### src/rtl/assert_macros.svh
// Assertion macros used by the top-level RTL file of the LCD byte packer.
`ifndef ASSERT_MACROS_SVH
`define ASSERT_MACROS_SVH

// Concurrent assertion on clk_i, switched off while rst_ni is low.
`define ASSERT_CLK(label, prop, msg) \
  label: assert property (@(posedge clk_i) disable iff (!rst_ni) prop) else $error(msg);

// A condition that must never be true at a clock edge.
`define ASSERT_NEVER(label, cond, msg) \
  `ASSERT_CLK(label, !(cond), msg)

`endif

### src/rtl/lcdwp_pkg.sv
// Package with the codes and types of the LCD window and pixel byte packer.
package lcdwp_pkg;

  // Input item kinds, carried on the slave tuser.
  localparam logic KIND_WINDOW = 1'b0;
  localparam logic KIND_PIXEL  = 1'b1;

  // Pixel format register codes.
  localparam logic [1:0] FMT_BGR444 = 2'd0;
  localparam logic [1:0] FMT_BGR565 = 2'd1;
  localparam logic [1:0] FMT_BGR666 = 2'd2;

  // Controller command bytes.
  localparam logic [7:0] CMD_COLUMN_SET = 8'h2A;
  localparam logic [7:0] CMD_ROW_SET    = 8'h2B;
  localparam logic [7:0] CMD_MEMORY_WR  = 8'h2C;

  // Index of the final byte of a window item.
  localparam logic [3:0] WINDOW_LAST_IDX = 4'd10;

  // Packed bytes of one pixel and the index of its final byte.
  typedef struct packed {
    logic [2:0][7:0] bytes;
    logic [1:0]      last_idx;
  } pix_t;

  // Half-pixel state kept between 12-bit pixels.
  typedef struct packed {
    logic       pending;
    logic [3:0] nibble;
  } half_t;

endpackage

### src/rtl/lcd_window_and_pixel_byte_packer_unit.sv
// Top level of the LCD window and pixel byte packer.
// Usage:
//   The slave stream takes one item per beat. tuser selects the kind: a
//   window item sends column-set, four column bytes, row-set, four row
//   bytes and memory-write (11 bytes); a pixel item sends 1 to 3 bytes.
//   The master stream gives one byte per beat; tuser flags a command
//   byte and tlast marks the final byte caused by an item.
//   cfg_we_i/cfg_wdata_i write the pixel format while the block is idle.
// Timing:
//   An accepted item is packed into the item register; its first byte
//   then moves on to the output register, from which the receiver takes it.
//   The output port moves one byte per cycle while the receiver is ready;
//   a window item is 11 bytes, a pixel item 1 to 3 bytes (3 in 18-bit
//   mode, 2 in 16-bit mode, 1.5 average in 12-bit).
//   The next item is taken in the cycle its predecessor's last byte
//   moves to the output register, so items follow without a gap.
// Reset and stall:
//   Reset selects 16-bit format, drops any held half pixel and empties
//   both registers. A stalled receiver holds the output byte; the item
//   register takes at most one more item before s_axis_tready_o drops.
`include "assert_macros.svh"

module lcd_window_and_pixel_byte_packer_unit import lcdwp_pkg::*; (
  input  logic        clk_i,
  input  logic        rst_ni,
  // Configuration write.
  input  logic        cfg_we_i,
  input  logic [1:0]  cfg_wdata_i,      // pixel_format
  // Slave stream.
  input  logic        s_axis_tvalid_i,
  output logic        s_axis_tready_o,
  // col_start[7:0], row_start[15:8], col_end[23:16], row_end[31:24],
  // red[39:32], green[47:40], blue[55:48]
  input  logic [55:0] s_axis_tdata_i,
  input  logic        s_axis_tuser_i,   // kind
  // Master stream.
  output logic        m_axis_tvalid_o,
  input  logic        m_axis_tready_i,
  output logic [7:0]  m_axis_tdata_o,   // out_byte
  output logic        m_axis_tuser_o,   // is_command
  output logic        m_axis_tlast_o    // last
);

  // Format register and half-pixel state.
  logic [1:0] fmt_q;
  half_t      half_q, half_d;

  // Item register.
  logic       busy_q, busy_d;
  logic [3:0] idx_q, idx_d;
  logic [3:0] last_idx_q;
  logic       kind_q;
  logic [7:0] col_start_q, row_start_q, col_end_q, row_end_q;
  pix_t       pix_q;

  // Output register.
  logic       m_valid_q, m_valid_d;
  logic [7:0] m_byte_q;
  logic       m_cmd_q, m_last_q;

  logic       s_fire, adv, done;
  logic       s_kind;
  pix_t       pix_new;
  half_t      half_new;
  logic [7:0] sel_byte;
  logic       sel_cmd;

  assign s_kind = s_axis_tuser_i;

  // Pack the incoming pixel against the current format and held half.
  lcdwp_pixel_pack u_pack (
    .fmt_i   (fmt_q),
    .red_i   (s_axis_tdata_i[39:32]),
    .green_i (s_axis_tdata_i[47:40]),
    .blue_i  (s_axis_tdata_i[55:48]),
    .half_i  (half_q),
    .pix_o   (pix_new),
    .half_o  (half_new)
  );

  // Handshake: the item register frees up as its last byte moves on.
  assign adv             = busy_q & (~m_valid_q | m_axis_tready_i);
  assign done            = adv & (idx_q == last_idx_q);
  assign s_axis_tready_o = ~busy_q | done;
  assign s_fire          = s_axis_tvalid_i & s_axis_tready_o;

  always_comb begin
    busy_d = busy_q;
    idx_d  = idx_q;
    if (s_fire) begin
      busy_d = 1'b1;
      idx_d  = '0;
    end else if (done) begin
      busy_d = 1'b0;
    end else if (adv) begin
      idx_d = idx_q + 4'd1;
    end
  end

  // Held half pixel changes only with pixel items.
  always_comb begin
    half_d = half_q;
    if (s_fire && (s_kind == KIND_PIXEL)) begin
      half_d = half_new;
    end
  end

  // Byte selection for the current index of the held item.
  always_comb begin
    sel_byte = 8'h00;
    sel_cmd  = 1'b0;
    if (kind_q == KIND_WINDOW) begin
      unique case (idx_q)
        4'd0: begin
          sel_byte = CMD_COLUMN_SET;
          sel_cmd  = 1'b1;
        end
        4'd2:    sel_byte = col_start_q;
        4'd4:    sel_byte = col_end_q;
        4'd5: begin
          sel_byte = CMD_ROW_SET;
          sel_cmd  = 1'b1;
        end
        4'd7:    sel_byte = row_start_q;
        4'd9:    sel_byte = row_end_q;
        4'd10: begin
          sel_byte = CMD_MEMORY_WR;
          sel_cmd  = 1'b1;
        end
        default: sel_byte = 8'h00;
      endcase
    end else begin
      unique case (idx_q[1:0])
        2'd0:    sel_byte = pix_q.bytes[0];
        2'd1:    sel_byte = pix_q.bytes[1];
        default: sel_byte = pix_q.bytes[2];
      endcase
    end
  end

  assign m_valid_d = adv | (m_valid_q & ~m_axis_tready_i);

  // Control registers.
  always_ff @(posedge clk_i or negedge rst_ni) begin
    if (!rst_ni) begin
      fmt_q     <= FMT_BGR565;
      half_q    <= '0;
      busy_q    <= 1'b0;
      idx_q     <= '0;
      m_valid_q <= 1'b0;
    end else begin
      if (cfg_we_i) begin
        fmt_q <= cfg_wdata_i;
      end
      half_q    <= half_d;
      busy_q    <= busy_d;
      idx_q     <= idx_d;
      m_valid_q <= m_valid_d;
    end
  end

  // Item payload, loaded at each accepted beat.
  always_ff @(posedge clk_i) begin
    if (s_fire) begin
      kind_q      <= s_kind;
      col_start_q <= s_axis_tdata_i[7:0];
      row_start_q <= s_axis_tdata_i[15:8];
      col_end_q   <= s_axis_tdata_i[23:16];
      row_end_q   <= s_axis_tdata_i[31:24];
      pix_q       <= pix_new;
      last_idx_q  <= (s_kind == KIND_WINDOW) ? WINDOW_LAST_IDX
                                             : {2'b00, pix_new.last_idx};
    end
  end

  // Output payload, loaded as a byte leaves the item register.
  always_ff @(posedge clk_i) begin
    if (adv) begin
      m_byte_q <= sel_byte;
      m_cmd_q  <= sel_cmd;
      m_last_q <= (idx_q == last_idx_q);
    end
  end

  assign m_axis_tvalid_o = m_valid_q;
  assign m_axis_tdata_o  = m_byte_q;
  assign m_axis_tuser_o  = m_cmd_q;
  assign m_axis_tlast_o  = m_last_q;

  // The byte index never runs past the final byte of the held item.
  `ASSERT_NEVER(a_idx_in_range, busy_q && (idx_q > last_idx_q), "byte index overran item")

  // A command byte is always one of the three controller commands.
  `ASSERT_CLK(a_cmd_code, m_valid_q && m_cmd_q |-> (m_byte_q == CMD_COLUMN_SET) || (m_byte_q == CMD_ROW_SET) || (m_byte_q == CMD_MEMORY_WR), "bad command byte")

  // Every 12-bit pixel toggles the half-pixel flag.
  `ASSERT_CLK(a_half_toggle, s_fire && (s_kind == KIND_PIXEL) && (fmt_q == FMT_BGR444) |=> half_q.pending != $past(half_q.pending), "half pixel flag did not toggle")

endmodule

### src/rtl/lcdwp_pixel_pack.sv
// Combinational packing of one RGB888 pixel into 12, 16 or 18-bit link bytes.
module lcdwp_pixel_pack import lcdwp_pkg::*; (
  input  logic [1:0] fmt_i,
  input  logic [7:0] red_i,
  input  logic [7:0] green_i,
  input  logic [7:0] blue_i,
  input  half_t      half_i,
  output pix_t       pix_o,
  output half_t      half_o
);

  always_comb begin
    pix_o  = '0;
    half_o = half_i;
    unique case (fmt_i)
      FMT_BGR444: begin
        if (half_i.pending) begin
          // Second pixel of a pair closes the three-byte group.
          pix_o.bytes[0] = {half_i.nibble, blue_i[7:4]};
          pix_o.bytes[1] = {green_i[7:4], red_i[7:4]};
          pix_o.last_idx = 2'd1;
          half_o.pending = 1'b0;
        end else begin
          // First pixel of a pair: red waits for the next pixel.
          pix_o.bytes[0] = {blue_i[7:4], green_i[7:4]};
          pix_o.last_idx = 2'd0;
          half_o.pending = 1'b1;
          half_o.nibble  = red_i[7:4];
        end
      end
      FMT_BGR565: begin
        pix_o.bytes[0] = {blue_i[7:3], green_i[7:5]};
        pix_o.bytes[1] = {green_i[4:2], red_i[7:3]};
        pix_o.last_idx = 2'd1;
      end
      default: begin
        // 18-bit mode, also used for the unassigned format code.
        pix_o.bytes[0] = blue_i;
        pix_o.bytes[1] = green_i;
        pix_o.bytes[2] = red_i;
        pix_o.last_idx = 2'd2;
      end
    endcase
  end

endmodule

### config.mk
export PLATFORM = sky130hd
export DESIGN_NAME = lcd_window_and_pixel_byte_packer_unit
export DESIGN_NICKNAME = d
export VERILOG_FILES = /design/src/rtl/lcdwp_pkg.sv /design/src/rtl/lcd_window_and_pixel_byte_packer_unit.sv /design/src/rtl/lcdwp_pixel_pack.sv
export VERILOG_INCLUDE_DIRS = /design/src /design/src/rtl
export SDC_FILE = /design/constraint.sdc
export NUM_CORES = 1
export LEC_CHECK = 0
export ABC_AREA = 1
export BUFFER_PORTS_ARGS = -buffer_cell sky130_fd_sc_hd__clkbuf_2
export CAP_MARGIN = 40
export CORE_UTILIZATION = 35
export DETAILED_ROUTE_END_ITERATION = 10
export GPL_ROUTABILITY_DRIVEN = 0
export PLACE_DENSITY = 0.6
export SYNTH_ARGS = -nofsm -noshare
export SYNTH_HDL_FRONTEND = slang
export SYNTH_HIERARCHICAL = 1
export SYNTH_SLANG_ARGS = --single-unit
### constraint.sdc
create_clock -name clk_i -period 2.48 [get_ports clk_i]
set_input_delay 0.496 -clock clk_i [delete_from_list [all_inputs] [get_ports clk_i]]
set_output_delay 0.496 -clock clk_i [all_outputs]
set_load 0.01 [all_outputs]
After elaboration in Yosys (flattened, before gate mapping)
Index checks and enable logic that the tools add are counted.
- logic and storage cells: 66
- output and inout bits: 12
- bits in registers: 84
- input bits: 64
- bitwise gates (word level): 11
- $add $sub $neg: 1
- reductions and logical operators: 11
- eq/ne operators: 10
- multiplexer cells: 14
- operator list (kind ; number):
    case mux 8 bit (7 select lines) ; 1
    case mux 18 bit (2 select lines) ; 1
    two-way mux 4 bit ; 4
    two-way mux 8 bit ; 2
    case mux 8 bit (2 select lines) ; 1
    equality test 4 x 3 -> 1 bit (second input constant) ; 3
    two-way mux 10 bit ; 1
    equality test 4 bit (second input constant) ; 2
    adder 4 x 1 -> 4 bit (second input constant) ; 1
    AND 1 bit ; 4
    equality test 2 x 1 -> 1 bit (second input constant) ; 2
    equality test 4 x 2 -> 1 bit (second input constant) ; 1
    equality test 4 bit ; 1
    logical NOT 2 bit ; 2
    logical NOT 4 bit ; 1
    two-way mux 1 bit ; 4
    NOT 1 bit ; 4
    AND reduction 2 bit ; 2
    nonzero test 2 bit ; 2
    OR 1 bit ; 3
    AND reduction 3 bit ; 1
    OR reduction 3 bit ; 1
    inequality test 2 bit (second input constant) ; 1
    OR reduction 2 bit ; 1
    logical AND 1 bit ; 1

Logic depth before layout (Yosys ltp)
- depth after elaboration: 8
- mapped depth: 10
- mapped depth without buffers: 10

Hierarchy
The synthesis kept the hierarchy.
- by module, submodules not included (module ; sequential area each (µm²) ; cells an instance ; area an instance (µm²) ; times used):
    lcd_window_and_pixel_byte_packer_unit ; 2428.6 ; 290 ; 3400.8 ; 1
    lcdwp_pixel_pack ; 0.0 ; 115 ; 504.2 ; 1

Worst setup path after synthesis
No wires, ideal clock.
- path kind: input -> register
- from: in m_axis_tready_i
- to: reg col_end_q[0] (enable)
- required time: 2092 ps
- slack: 171 ps
- data arrival time: 1921 ps
- buffers on the path: 0
- stages on the path: 6
- library setup time: 388 ps
- cell sequence: inv_1 > a21oi_4 > nand3_2 > nand2_4 > nand2_2 > inv_2
- word-level cells in the longest chain between the ends: 5
- ends and longest elaborated chain (item ; RTL line ; text):
    from (decl) ; lcd_window_and_pixel_byte_packer_unit.sv:38 ; input logic m_axis_tready_i,
    OR 1 bit ; lcd_window_and_pixel_byte_packer_unit.sv:82 ; assign adv = busy_q & (~m_valid_q | m_axis_tready_i);
    AND 1 bit ; lcd_window_and_pixel_byte_packer_unit.sv:82 ;
    net adv ; lcd_window_and_pixel_byte_packer_unit.sv:61 ; logic s_fire, adv, done;
    AND 1 bit ; lcd_window_and_pixel_byte_packer_unit.sv:83 ; assign done = adv & (idx_q == last_idx_q);
    OR 1 bit ; lcd_window_and_pixel_byte_packer_unit.sv:84 ; assign s_axis_tready_o = ~busy_q | done;
    net s_axis_tready_o ; lcd_window_and_pixel_byte_packer_unit.sv:31 ; output logic s_axis_tready_o,
    AND 1 bit ; lcd_window_and_pixel_byte_packer_unit.sv:85 ; assign s_fire = s_axis_tvalid_i & s_axis_tready_o;
    to (signal assigned) ; lcd_window_and_pixel_byte_packer_unit.sv:168 ; col_end_q <= s_axis_tdata_i[23:16];
    to (decl) ; lcd_window_and_pixel_byte_packer_unit.sv:53 ; logic [7:0] col_start_q, row_start_q, col_end_q, row_end_q;
The timed path passes the listed nets, and every way through them passes these cells.
A chain may end at the register's enable or synchronous reset.

Worst setup path after layout
- from: reg idx_q[1]
- to: out s_axis_tready_o
- word-level cells in the longest chain between the ends: 3
- ends and longest elaborated chain (item ; RTL line ; text):
    from (decl) ; lcd_window_and_pixel_byte_packer_unit.sv:50 ; logic [3:0] idx_q, idx_d;
    from (signal assigned) ; lcd_window_and_pixel_byte_packer_unit.sv:157 ; idx_q <= idx_d;
    equality test 4 bit ; lcd_window_and_pixel_byte_packer_unit.sv:83 ;
    AND 1 bit ; lcd_window_and_pixel_byte_packer_unit.sv:83 ;
    OR 1 bit ; lcd_window_and_pixel_byte_packer_unit.sv:84 ;
    to (decl) ; lcd_window_and_pixel_byte_packer_unit.sv:31 ;
Every way passes these cells.

==> flow_metrics.env <==
export IMPL_synth_area_um2=3905
export IMPL_slew_violations=0
export IMPL_grt_setup_unrepaired="no"
export IMPL_yosysTopAreaCell="edfxtp_1"
export IMPL_critPathBufInv=2
export IMPL_synth_most_common_cell="nand2_1"
export IMPL_final_nets=550
export IMPL_critical_path_class="reg2out"
export IMPL_syn_to_final_growth_pct=17.21
export IMPL_drive_gt1_frac=0.2361
export IMPL_hold_violations=0
export IMPL_wl_per_cell_um=13.80
export IMPL_cts_tree="built"
export IMPL_p_sw_frac=0.3702
export IMPL_powerDensity_nw_per_um2=906.8
export IMPL_cts_made_buffers=9
export IMPL_die_h_um=107.6
export IMPL_cpPeakStageDelay_ns=0.47
export IMPL_fin_setup_tns_ns=0
export IMPL_dr_pass1_iters=5
export IMPL_internal_power_mw=2.614
export IMPL_grt_remaining_overflow=0
export IMPL_synth_commonest_cells="nand2_1, edfxtp_1, nand3_1"
export IMPL_htreeDepth=3
export IMPL_ys_flop_type="edfxtp_1"
export IMPL_drtIter0Drc=236
export IMPL_p_clk_frac=0.205
export IMPL_syn_avg_cell_area_um2=9.642
export IMPL_hold_path_class="in2async"
export IMPL_grt_start_max_net_pins=39
export IMPL_worst_path_max_delay_cell="dfrtp_1"
export IMPL_async_reset_ff_frac=0.1566
export IMPL_path_clk_slew_ns=0.09
export IMPL_p_switching_mw=1.536
export IMPL_crit_family="simple AND/OR/NAND/NOR gates"
export IMPL_fmax_ghz=0.4706
export IMPL_period_needed_ns=2.125
export IMPL_skew_ns=0.01864
export IMPL_synth_area_leaders="edfxtp_1, nand2_1, dfrtp_1"
export IMPL_diodes=0
export IMPL_synthDistinctLibCells=29
export IMPL_peakVddDrop_uv=438.2
export IMPL_die_w_um=107.6
export IMPL_track_usage=0.1570
export IMPL_antenna_left=0
export IMPL_status="finished clean"
export IMPL_worst_pin_slew_ns=0.6297
export IMPL_endpoint_kind="output pin"
export IMPL_placed_area_um2=4408
export IMPL_cts_num_sinks=83
export IMPL_pwr_share_seq=0.485
export IMPL_wl_um=8650
export IMPL_synth_edff_count=70
export IMPL_leakage_nw=2.081
export IMPL_core_area_um2=10840
export IMPL_synth_top_area_share=0.5383
export IMPL_yosys_warnings=6
export IMPL_synth_nets=473
export IMPL_ios=76
export IMPL_crit_chain="inv_1 -> nand2_1 -> nand2_1 -> nor2_1 -> nand3_2 -> nand2_4 -> clkbuf_2"
export IMPL_maxSlewHeadroom=0.5802
export IMPL_initial_core_util=0.3602
export IMPL_path_max_fanout=9
export IMPL_grt_pass1_vias=2804
export IMPL_num_vias=2973
export IMPL_cts_max_path_buffers=2
export IMPL_root_buffer="clkbuf_8"
export IMPL_design_area_um2=4577
export IMPL_cts_resized=0
export IMPL_drc=0
export IMPL_combPwrFrac=0.310
export IMPL_startpoint_type="flip-flop"
export IMPL_insertion_delay_ns=0.36
export IMPL_antenna_found_initial=0
export IMPL_crit_arrival_ns=1.63
export IMPL_path_common_cell="nand2_1"
export IMPL_period_share=0.8569
export IMPL_nFillCells=1092
export IMPL_die_area_um2=11580
export IMPL_cap_violations=0
export IMPL_synth_ff_latch_count=83
export IMPL_synth_seq_area_share=0.6219
export IMPL_dp_hpwl_um=6363
export IMPL_rows=38
export IMPL_final_setup_viol_count=0
export IMPL_port_buffers=75
export IMPL_via_per_inst=4.742
export IMPL_postSynthCellCount=405
export IMPL_critPathRequiredTime_ns=1.98
export IMPL_cts_hold_buffers_added=0
export IMPL_cts_post_setup_buffers_inserted=0
export IMPL_grt_pass1_wl_um=13520
==> sequential cells by signal, summed over array words and instances (netlist names) <==
| signal | flops |
|---|---|
| pix_q | 24 |
| col_end_q | 8 |
| col_start_q | 8 |
| m_axis_tdata_o | 8 |
| row_end_q | 8 |
| row_start_q | 8 |
| half_q | 5 |
| idx_q | 4 |
| last_idx_q | 3 |
| fmt_q | 2 |
| busy_q | 1 |
| kind_q | 1 |
| m_axis_tlast_o | 1 |
| m_axis_tuser_o | 1 |
| m_axis_tvalid_o | 1 |
==> placed cells by master (no fill, tap or decap), types with 2 or more instances in the layout <==
| master | count |
|---|---|
| nand2_1 | 169 |
| clkbuf_2 | 75 |
| edfxtp_1 | 70 |
| nand3_1 | 52 |
| inv_1 | 29 |
| dfrtp_1 | 12 |
| clkbuf_8 | 9 |
| nor2_1 | 8 |
| a21oi_1 | 7 |
| nand4_1 | 7 |
| inv_2 | 6 |
| nor2_2 | 5 |
| o21ai_1 | 4 |
| o21ai_0 | 4 |
| ha_1 | 4 |
| buf_4 | 4 |
| a221oi_1 | 2 |
| nand2_2 | 2 |
| mux2_2 | 2 |
| clkinvlp_4 | 2 |
==> worst register-to-register path, delay by kind of cell, from the launching register on <==
kind,cells,cell delay (ns)
AND/OR/NAND/NOR,6,0.61
buffers and inverters,3,0.57
flip-flops,1,0.47
==> area by class of cell <==
cell class / count / area (µm²) / share of cell area
clock inverters: 6 / 41.29 / 0.009021
repair buffers: 79 / 405.4 / 0.08857
clock buffers: 10 / 127.6 / 0.02788
flip-flops and latches: 83 / 2429 / 0.5306
inverters: 35 / 131.4 / 0.02870
multi-input cells: 274 / 1267 / 0.2769
well taps: 140 / 175.2 / 0.03827
==> worst paths after layout <==
path	endpoint	start	depth (start not counted)	slack (ns)
worst max-delay path	s_axis_tready_o	idx_q[1]$_DFFE_PN0P_	7	0.35
worst min-delay path	idx_q[3]$_DFFE_PN0P_	rst_ni	1	0.01
worst max register to register	pix_q[4]$_DFFE_PP_	idx_q[1]$_DFFE_PN0P_	9	0.45
worst min register to register	half_q[0]$_DFFE_PN0P_	half_q[0]$_DFFE_PN0P_	2	0.52
max in group asynchronous	fmt_q[0]$_DFFE_PN1P_	rst_ni	1	2.16
min in group clk_i	col_end_q[1]$_DFFE_PP_	s_axis_tdata_i[17]	1	0.30
==> per-layer routing <==
layer | share of wire | vias to the layer above | track usage
met3 | 0.061 | 10 | 0.04237
met1 | 0.47 | 1356 | 0.2052
met4 | 0.016 | 0 | 0.05871
li1 | - | 1498 | -
met5 | 0 | - | 0
met2 | 0.45 | 109 | 0.2486
==> power by group through the flow <==
stage | logic (mW) | registers [mW] | clock network (mW)
6_report | 1.29 | 2.01 | 0.851
5_1_grt | 1.47 | 2.04 | 0.923
4_1_cts | 1.32 | 2.01 | 0.879
3_5_place_dp | 1.31 | 2.04 | 0
3_3_place_gp | 1.28 | 2.04 | 0
2_1_floorplan | 0.913 | 2.00 | 0
==> kinds of logic after synthesis <==
group	synth area share
DFF	0.6219
adders and majority gates	0.01282
and+or+nand+nor	0.2736
AOI/OAI and AO/OA	0.03012
buffers and inverters	0.05351
xor gates and xnor gates	0.002243
muxes	0.005767
==> metrics by stage <==
stage | utilization | total power, mW | setup slack (ns) | hold WS (ns) | std cells
after floorplan | - | 2.910 | 0.1708 | 0.2004 | 405
after global placement | 0.4066 | 3.320 | 0.4910 | 0.4148 | 611
after detailed placement | 0.4066 | 3.353 | 0.4209 | 0.4185 | 611
after CTS | 0.4222 | 4.205 | 0.3363 | 0.01544 | 627
after global routing | 0.4222 | 4.435 | 0.2164 | 0.03180 | 627
final | 0.4222 | 4.150 | 0.3550 | 0.01049 | 627
(Power assumes the default switching activity.)
